[config.mk]
export PLATFORM = sky130hd
export DESIGN_NAME = lbh_ctrl
export DESIGN_NICKNAME = d
export VERILOG_FILES = /design/src/rtl/core/log_bucket_latency_histogram_macros.svh /design/src/rtl/core/lbh_pkg.sv /design/src/rtl/core/lbh_ctrl.sv
export SDC_FILE = /design/constraint.sdc
export NUM_CORES = 1
export LEC_CHECK = 0
export ABC_AREA = 1
export BUFFER_PORTS_ARGS = -buffer_cell sky130_fd_sc_hd__buf_2
export CORE_AREA = 2 2 39 41
export DETAILED_ROUTE_END_ITERATION = 6
export DIE_AREA = 0 0 41 43
export PLACE_DENSITY_LB_ADDON = 0.08
export SETUP_SLACK_MARGIN = 0.1
export SLEW_MARGIN = 20
export SYNTH_ARGS = -nofsm -noshare
export SYNTH_HDL_FRONTEND = slang
export SYNTH_SLANG_ARGS = --single-unit
[constraint.sdc]
create_clock -name i_clk -period 1 [get_ports i_clk]
set_input_delay 0.2 -clock i_clk [delete_from_list [all_inputs] [get_ports i_clk]]
set_output_delay 0.2 -clock i_clk [all_outputs]
set_load 0.02 [all_outputs]
[src/rtl/core/log_bucket_latency_histogram_macros.svh]
// Assertion macros for the latency histogram.
// Used by the top level only.
`ifndef LOG_BUCKET_LATENCY_HISTOGRAM_MACROS_SVH
`define LOG_BUCKET_LATENCY_HISTOGRAM_MACROS_SVH
`define LBH_ASSERT_IMPL(label, clk, rst_n, ante, cons) \
    label: assert property (@(posedge clk) disable iff (!rst_n) (ante) |-> (cons)) \
        else $error("assertion failed");
`define LBH_ASSERT_NEXT(label, clk, rst_n, ante, cons) \
    label: assert property (@(posedge clk) disable iff (!rst_n) (ante) |=> (cons)) \
        else $error("assertion failed");
`endif

[src/rtl/core/lbh_pkg.sv]
// Shared types and constants for the latency histogram.
// No dependencies.
`timescale 1ns / 1ps
`default_nettype none
package lbh_pkg;
    localparam int SECONDS_DIGITS = 7;
    localparam int MAX_BOUNDS = 43;
    localparam int CLASS_ROWS = 3;
    localparam logic [9:0] BASE_RESET = 10'd10;
    localparam logic [63:0] ONE_SECOND_US = 64'd1000000;

    localparam logic [1:0] CMD_COLLECT = 2'd0;
    localparam logic [1:0] CMD_FLUSH = 2'd1;
    localparam logic [1:0] CMD_READ = 2'd2;

    // Commands from the controller to the datapath.
    typedef struct packed {
        logic start_build;
        logic start_clear;
        logic do_lookup;
        logic do_update;
        logic do_read;
        logic do_result;
    } t_dp_cmd;

    typedef struct packed {
        logic build_done;
        logic clear_done;
        logic base_changed;
    } t_dp_status;
endpackage
`default_nettype wire

[src/rtl/core/lbh_ctrl.sv]
// Controller state machine of the latency histogram.
// Depends on lbh_pkg.
`timescale 1ns / 1ps
`default_nettype none
module lbh_ctrl (
    input  wire logic               i_clk,
    input  wire logic               i_rst_n,
    input  wire logic               i_valid,
    output logic                    o_stall,
    input  wire logic [1:0]         i_command,
    input  wire logic               i_out_busy,
    input  wire lbh_pkg::t_dp_status i_status,
    output lbh_pkg::t_dp_cmd        o_cmd
);
    typedef enum logic [2:0] {
        S_IDLE, S_LOOKUP, S_UPDATE, S_READ, S_RESULT, S_BUILD, S_CLEAR
    } t_state;

    t_state r_state;
    t_state n_state;
    lbh_pkg::t_dp_cmd n_cmd;

    always_comb begin
        n_state = r_state;
        n_cmd = '0;
        unique case (r_state)
            S_IDLE: begin
                if (i_valid) begin
                    case (i_command)
                        lbh_pkg::CMD_COLLECT: begin
                            n_state = S_LOOKUP;
                            n_cmd.do_lookup = 1'b1;
                        end
                        lbh_pkg::CMD_FLUSH: begin
                            if (i_status.base_changed) begin
                                n_state = S_BUILD;
                                n_cmd.start_build = 1'b1;
                            end else begin
                                n_state = S_CLEAR;
                                n_cmd.start_clear = 1'b1;
                            end
                        end
                        lbh_pkg::CMD_READ: begin
                            n_state = S_READ;
                            n_cmd.do_read = 1'b1;
                        end
                        default: n_state = S_IDLE;
                    endcase
                end
            end
            S_LOOKUP: begin
                n_state = S_UPDATE;
                n_cmd.do_update = 1'b1;
            end
            S_UPDATE: n_state = S_IDLE;
            S_READ: n_state = S_RESULT;
            S_RESULT: begin
                if (!i_out_busy) begin
                    n_state = S_IDLE;
                    n_cmd.do_result = 1'b1;
                end
            end
            S_BUILD: begin
                if (i_status.build_done) begin
                    n_state = S_CLEAR;
                    n_cmd.start_clear = 1'b1;
                end
            end
            S_CLEAR: begin
                if (i_status.clear_done) n_state = S_IDLE;
            end
            default: n_state = S_IDLE;
        endcase
    end

    always_ff @(posedge i_clk) begin
        if (!i_rst_n) begin
            r_state <= S_IDLE;
            o_cmd <= '0;
        end else begin
            r_state <= n_state;
            o_cmd <= n_cmd;
        end
    end

    assign o_stall = (r_state != S_IDLE);
endmodule
`default_nettype wire

* Word-level counts from Yosys, hierarchy flattened
Cells that the tools add are included.
W data, S select, Z words.
** Word-level totals
- Flip-flop bits (word level) :: 9
- Bits of input ports :: 9
- Output and inout bits :: 7
** Operators by class
- Equal/unequal tests :: 11
- Multiplexer cells :: 17
- Reduce and logical (&&, ||, !) cells :: 7
** Operators with widths (count)
- $pmux W3 S6 :: 1
- $mux W3 :: 4
- $eq A3 B3 Y1 const B :: 3
- $pmux W3 S3 :: 1
- $mux W1 :: 8
- $ne A2 B2 Y1 const B :: 4
- $reduce_and A4 Y1 :: 2
- $mux W2 :: 2
- $eq A3 B1 Y1 const B :: 1
- $eq A3 B2 Y1 const B :: 1
- $logic_not A3 Y1 :: 1
- $reduce_and A3 Y1 :: 1
- $reduce_bool A3 Y1 :: 1
- $eq A2 B1 Y1 const B :: 1
- $eq A2 B2 Y1 const B :: 1
- $logic_not A2 Y1 :: 1
- $pmux W1 S2 :: 1
- $reduce_and A2 Y1 :: 1

* Logic depth before layout (Yosys ltp)
Gate-level depths: netlist of the first run.
- Word-level depth :: 4
- Gate-level depth with buffers :: 8
- Gate-level depth less buffers :: 8

* Worst setup path after synthesis of the first run
No wires, ideal clock.
- Kind :: register -> register
- From :: register r_state[2]
- To :: register o_cmd[5] (netlist name)
- Library setup time :: 0.088 ns
- Arrival time :: 0.954 ns
- Required time :: 0.912 ns
- Setup slack :: -0.042 ns
- Stages on the path, launching flop included :: 5
- Buffers on the path :: 1
- Period minus slack after synthesis :: 1.042 ns
- Cell sequence :: dfxtp_1 > buf_6 > nor3_2 > nand3_2 > nor4_2
** On the way
- Longest elaborated chain between the ends :: 2
** Ends and longest elaborated chain
- from (decl) :: line lbh_ctrl.sv:19 : t_state r_state;
- from (signal assigned) :: line lbh_ctrl.sv:81 : r_state <= n_state;
- $logic_not A3 Y1 :: line lbh_ctrl.sv:26 : unique case (r_state)
- $reduce_and A4 Y1 (no source line)
- to (signal assigned) :: line lbh_ctrl.sv:82 : o_cmd <= n_cmd;
- to (decl) :: line lbh_ctrl.sv:13 : output lbh_pkg::t_dp_cmd o_cmd
Every way passes these cells.
A chain may end at the register's enable or synchronous reset.

* Worst setup path in the final report of the first run
- From :: register r_state[1]
- To :: output port o_stall
** On the way
- Longest elaborated chain between the ends :: 1
** Ends and longest elaborated chain
- $reduce_bool A3 Y1 :: line lbh_ctrl.sv:86 : assign o_stall = (r_state != S_IDLE);
- to (decl) :: line lbh_ctrl.sv:9 : output logic o_stall,
Every way passes these cells.

==> results of run 1 <==
## Yosys cell counts (all sizes together)
master	count
inv	10
o32ai	1
buf	2
nand3	6
nand2	21
nand3b	1
nand4	2
o21ai	1
nor4	1
a21oi	2
nor2	10
dfxtp	9
nor3	3
## registers in the layout, summed over array words and instances (netlist names)
signal,flops
o_cmd,6
r_state,3
## final cells by class
type | count | area, um2
clock buffers | 4 | 26.3
fillers | 133 | 551
inverters | 10 | 40.0
multi-input cells | 48 | 300
flip-flops and latches | 9 | 196
well taps | 16 | 20.0
repair buffers | 31 | 250
## logic make-up (layout without fill, tap and decap cells)
group | after synthesis | in the layout | synth area share, %
AND/OR/NAND/NOR | 44 | 44 | 45.7
buffers and inverters | 12 | 45 | 12.2
flip-flops | 9 | 9 | 36.5
AO/OA/AOI/OAI | 4 | 4 | 5.58
## metal layers
layer | vias up | routed length (um)
met3 | 2 | 50
met1 | 218 | 555
met5 | - | 0
li1 | 285 | -
met2 | 12 | 640
met4 | 0 | 14
## placed cells by master, fill, tap and decap left out, drive strengths merged
cell type | Yosys | final
nor4 | 1 | 1
nand3b | 1 | 1
nand3 | 6 | 6
clkbuf | 0 | 4
inv | 10 | 10
nor3 | 3 | 3
buf | 2 | 31
nor2 | 10 | 10
nand2 | 21 | 21
o32ai | 1 | 1
a21oi | 2 | 2
dfxtp | 9 | 9
nand4 | 2 | 2
o21ai | 1 | 1
## critical path, stage by stage (launching register included)
cell and delay, ps:
sky130_fd_sc_hd__dfxtp_4 360, sky130_fd_sc_hd__nor3_4 200, sky130_fd_sc_hd__inv_2 50, sky130_fd_sc_hd__buf_6 120
## worst max-delay path by stage
stage | end | cells after the start | slack (ps) | from
3_3_place_gp | r_state[2]$_SDFFE_PN0P_ | 6 | -210 | r_state[0]$_SDFFE_PN0P_
3_5_place_dp | r_state[0]$_SDFFE_PN0P_ | 7 | -190 | r_state[0]$_SDFFE_PN0P_
4_1_cts | o_stall | 3 | -200 | r_state[1]$_SDFFE_PN0P_
5_1_grt | r_state[2]$_SDFFE_PN0P_ | 8 | -240 | r_state[1]$_SDFFE_PN0P_
2_1_floorplan | o_cmd[5]$_SDFF_PN0_ | 4 | -3 | r_state[0]$_SDFFE_PN0P_
6_report | o_stall | 3 | -190 | r_state[1]$_SDFFE_PN0P_
## where the power goes
| group | leakage [nW] | total (mW) | internal [mW] | switching, mW |
|---|---|---|---|---|
| Combinational | 0.314 | 1.34 | 0.682 | 0.662 |
| Sequential | 0.0779 | 0.568 | 0.465 | 0.103 |
| Clock | 0.0150 | 0.288 | 0.154 | 0.134 |
| Total | 0.407 | 2.20 | 1.30 | 0.898 |
## repair_timing
item                                    in CTS  in global routing
pin swaps                                    4                  4
buffers inserted                             5                  1
hold buffers                                 0                  0
endpoints found under the setup margin      15                 16
resized for setup                           29                  6
==> qor.yml, run 1 <==
grt_antenna_before_repair: 0
grt_max_degree: 8
final_net_count: 112
dpl_cell_area_um2: 653
coreArea_um2: 1380
post-route-util_pct: 60.2
floorplan.die.width_um: 41
power.leakage_nw: 0.407
rr_startpoint: "r_state[1]$_SDFFE_PN0P_"
number_of_h_tree_levels: 1
fmaxAchievable_mhz: 842
postSynthNetCount: 78
hold_viol_final: 0
clock_skew_ps: 6.74
io_pins: 16
fin_worst_hold_slack_ps: 96.4
floorplan.die_area_um2: 1760
worst_r2r_path_depth: 8
floorplan.initialDensity_pct: 35.6
route.final.wire_length_um: 1260
hold_path_class: "in -> reg"
ys_warnings: 0
final.min_clock_period_ps: 1190
netlist-cell-type-count: 19
gr-total-overflow: 0
floorplan.die.height_um: 43
synth_top_area_share_pct: 36.5
global_route.usage.met1_pct: 20.7
crit_arrival_ps: 990
grt_setup_unrepaired: "yes"
holdCritStartpoint: "i_out_busy"
cp.required_ps: 800
fin_crit_sh_pct: 119
hold_end: "o_cmd[0]$_SDFF_PN0_"
final_cell_count_no_fill: 118
setup_viol: 6
use_met2_pct: 25.6
rows: 14
first_global_vias: 474
clk_pin_slew_ps: 70
critical_path_peak_fanout: 3
routabilityCongestion: 0.793
buffer_ports.inserted: 15
cts_tree: "built"
met3_usage_pct: 3.14
first_pass_grt_wire_length_um: 1960
maxCapViolations: 0
initialDrtViolationCount: 11
setup.worst_path.end_class: "output pin"
setup.worst_path.start_class: "register"
cell_types_occupying_the_most_area_after_synthesis: "sky130_fd_sc_hd__dfxtp_1 (37%), sky130_fd_sc_hd__nand2_1 (15%), sky130_fd_sc_hd__inv_1 (6.9%), sky130_fd_sc_hd__nor2_1 (6.1%), sky130_fd_sc_hd__buf_6 (4.6%)"
dp_hpwl_um: 923
hold_depth: 2
pwr_density_cell_nw_per_um2: 2640
diodes: 0
place.detailed.instances: 108
synth.avg_cell_area_um2: 7.14
buffer_cell_driving_the_clock_tree_root: "sky130_fd_sc_hd__clkbuf_4"
grt.busiest_layer: "met2"
clock_path_buffers: 2
clock_insertion_delay_worst_skew_ps: 260
power.ir.vdd_worst_v: 0.00114
failing_checks: "negative setup slack"
largest_area_contributor_in_the_synthesized_netlist: "sky130_fd_sc_hd__dfxtp_1"
detail_route.first_pass.iterations: 5
synth-seq-cells: 9
timing.slew.headroom_pct: 84.8
timing.final.max_slew_violations: 0
run_status: "finished with violations"
final_cell_area_um2: 833
place_ws_ps: -195
final.setup.tns_ps: -632
route.detailed.vias_per_inst: 4.38
r2r_slack_ps: -160
syn_area_um2: 493
syn_inst_count: 69
final_worst_setup_slack_ps: -188
wl_per_cell_um: 10.7
cts_buffers: 3
synthToLayoutAreaGrowth_pct: 69.0
worst-slew-pin-transition_ps: 228
synth-seq-area-share_pct: 36.5
post_route_cells_drive_above_1_share_pct: 58.8
tritoncts_num_sinks: 9
critical_path.reg2reg.endpoint: "r_state[2]$_SDFFE_PN0P_"
design_power_total_mw: 2.20
final_antenna_net_count: 0
critical_path_class: "reg -> out"
drc: 0
vias: 517
global_route.usage.total_pct: 17.1
No activity file was read; power rests on OpenSTA's default activity.
==> run 2: changes to the inputs <==
Settings changed: PLACE_DENSITY_LB_ADDON 0.08 to default.
==> qor.yml, run 2 (synthesis gave the netlist of run 1 again) <==
run_status: "finished with violations"  # unchanged
failing_checks: "negative setup slack"  # unchanged
cp.required_ps: 800  # about the same
layout_commonest_cell: "sky130_fd_sc_hd__nand2_1"  # unchanged
clock_insertion_delay_worst_skew_ps: 250  # was 260 ps
setup.worst_path.start_class: "register"  # unchanged
detail_route.first_pass.iterations: 4  # was 5
setup_viol: 8  # was 6
clk_pin_slew_ps: 60  # was 70 ps
route.final.wire_length_um: 1240  # was 1260 um
layout.filler_cells: 125  # was 133
wl_per_cell_um: 10.8  # was 10.7 um
cts_buffers: 3  # unchanged
regArea_um2: 196  # unchanged
maxCapViolations: 0  # unchanged
floorplan.die.width_um: 41  # unchanged
multi_input_comb_area_um2: 320  # was 300 um2
final_cell_area_um2: 828  # was 833 um2
routabilityCongestion: 0.787  # was 0.793
pwr_density_cell_nw_per_um2: 2600  # was 2640 nW/um2
most-common-layout-cells: "sky130_fd_sc_hd__nand2_1 (17), sky130_fd_sc_hd__buf_6 (10), sky130_fd_sc_hd__buf_4 (10)"  # was sky130_fd_sc_hd__nand2_1 (19), sky130_fd_sc_hd__buf_4 (13), sky130_fd_sc_hd__buf_6 (10)
rows: 14  # unchanged
floorplan.die_area_um2: 1760  # unchanged
fmaxAchievable_mhz: 821  # was 842 MHz
floorplan.initialDensity_pct: 35.6  # unchanged
power.leakage_nw: 0.394  # was 0.407 nW
power.ir.vdd_worst_v: 0.00147  # was 0.00114 V
post-route-util_pct: 59.9  # was 60.2%
critical_path_peak_fanout: 6  # was 3
hold_path_class: "in -> reg"  # unchanged
tritoncts_num_sinks: 9  # unchanged
final_antenna_net_count: 0  # unchanged
synthToLayoutAreaGrowth_pct: 68.0  # was 69.0%
crit_arrival_ps: 1020  # was 990 ps
clock_skew_ps: 4.49  # was 6.74 ps
drc: 0  # unchanged
post_route_cells_drive_above_1_share_pct: 63.6  # was 58.8%
final_net_count: 109  # was 112
fin_crit_sh_pct: 122  # was 119%
number_of_h_tree_levels: 1  # unchanged
buffer_cell_driving_the_clock_tree_root: "sky130_fd_sc_hd__clkbuf_4"  # unchanged
regMostFlops: "o_cmd"  # unchanged
timing.final.max_slew_violations: 0  # unchanged
final.min_clock_period_ps: 1220  # was 1190 ps
critical_path_class: "reg -> out"  # unchanged
cts_tree: "built"  # unchanged
initialDrtViolationCount: 8  # was 11
final_cell_count_no_fill: 115  # was 118
cpPeakStageDelay_ps: 380  # was 360 ps
clock_path_buffers: 2  # unchanged
largestRegisters: "o_cmd (6), r_state (3)"  # unchanged
dp_hpwl_um: 861  # was 923 um
route.detailed.vias_per_inst: 4.66  # was 4.38
place.detailed.instances: 106  # was 108
coreArea_um2: 1380  # unchanged
place_ws_ps: -198  # was -195 ps
largest_reg_flops: 6  # unchanged
global_route.usage.total_pct: 16.4  # was 17.1%
path_cells: "nor3_4 > inv_2 > buf_6"  # unchanged
timing.slew.headroom_pct: 84.9  # was 84.8%
gr-total-overflow: 0  # unchanged
buffer_ports.inserted: 15  # unchanged
first_pass_grt_wire_length_um: 1950  # was 1960 um
floorplan.die.height_um: 43  # unchanged
diodes: 0  # unchanged
final.setup.tns_ps: -1330  # was -632 ps
final_worst_setup_slack_ps: -218  # was -188 ps
first_global_vias: 463  # was 474
setup.worst_path.end_class: "output pin"  # unchanged
grt_antenna_before_repair: 0  # unchanged
vias: 536  # was 517
worst-slew-pin-transition_ps: 226  # was 228 ps
grt_setup_unrepaired: "yes"  # unchanged
hold_viol_final: 0  # unchanged
worst_path_max_delay_cell: "sky130_fd_sc_hd__dfxtp_4"  # unchanged
dpl_cell_area_um2: 638  # was 653 um2
io_pins: 16  # unchanged
grt_max_degree: 9  # was 8
## run 2: cell count changes in the layout (fill, tap and decap cells not counted), moves of 2 or more
cell                      before  now
sky130_fd_sc_hd__inv_2         1    4
sky130_fd_sc_hd__nor2_1        8    6
sky130_fd_sc_hd__nor2_2        1    3
sky130_fd_sc_hd__nand2_1      19   17
sky130_fd_sc_hd__inv_1         8    6
sky130_fd_sc_hd__buf_4        13   10
sky130_fd_sc_hd__nand2_2       1    4
## run 2: final timing paths
check | startpoint | endpoint | slack (ps) | cells past startpoint
max reg2reg | r_state[2]$_SDFFE_PN0P_ | r_state[1]$_SDFFE_PN0P_ | -200 | 7
min reg2reg | r_state[1]$_SDFFE_PN0P_ | o_cmd[0]$_SDFF_PN0_ | 610 | 3
min | i_out_busy | o_cmd[0]$_SDFF_PN0_ | 140 | 2
max | r_state[1]$_SDFFE_PN0P_ | o_stall | -220 | 3
## run 2: repair_timing
action | in CTS | in global routing
buffers inserted | 5 | 1
endpoints found under the setup margin | 13 | 16
cloned | 0 | 0
gates resized for setup | 22 | 20
hold buffers | 0 | 0
pin swaps | 9 | 6
## run 2: final cells by class
class	instances	area share, %
multi-input combinational	48	38.7
inverter	10	4.53
clock buffer	4	3.17
timing repair buffer	28	27.5
tap	16	2.42
sequential	9	23.7
## run 2: per-stage QoR
stage	total power, mW	hold WS, ps
6_report	2.15	139
3_3_place_gp	1.42	396
4_1_cts	2.06	141
5_1_grt	2.31	122
2_1_floorplan	1.23	269
3_5_place_dp	1.44	398
## run 2: power by group
| part | switching, mW | total [mW] | internal (mW) | leakage [nW] |
|---|---|---|---|---|
| Sequential | 0.0989 | 0.564 | 0.465 | 0.0779 |
| Combinational | 0.676 | 1.31 | 0.635 | 0.301 |
| Clock | 0.121 | 0.275 | 0.153 | 0.0150 |
## run 2: worst max-delay path, delay by kind of cell (launching register included)
kind	cells	cell delay (ps)
buf+inv	2	170
flops	1	380
simple gates	1	210
## run 2: layer usage
layer / vias up / part of all wire (%) / global-route usage [%]
met1: 237 / 43 / 21.2
met5: - / 0 / 0
li1: 280 / - / -
met2: 17 / 50 / 25.9
met3: 2 / 5.7 / 3.14
met4: 0 / 1.1 / 6.00
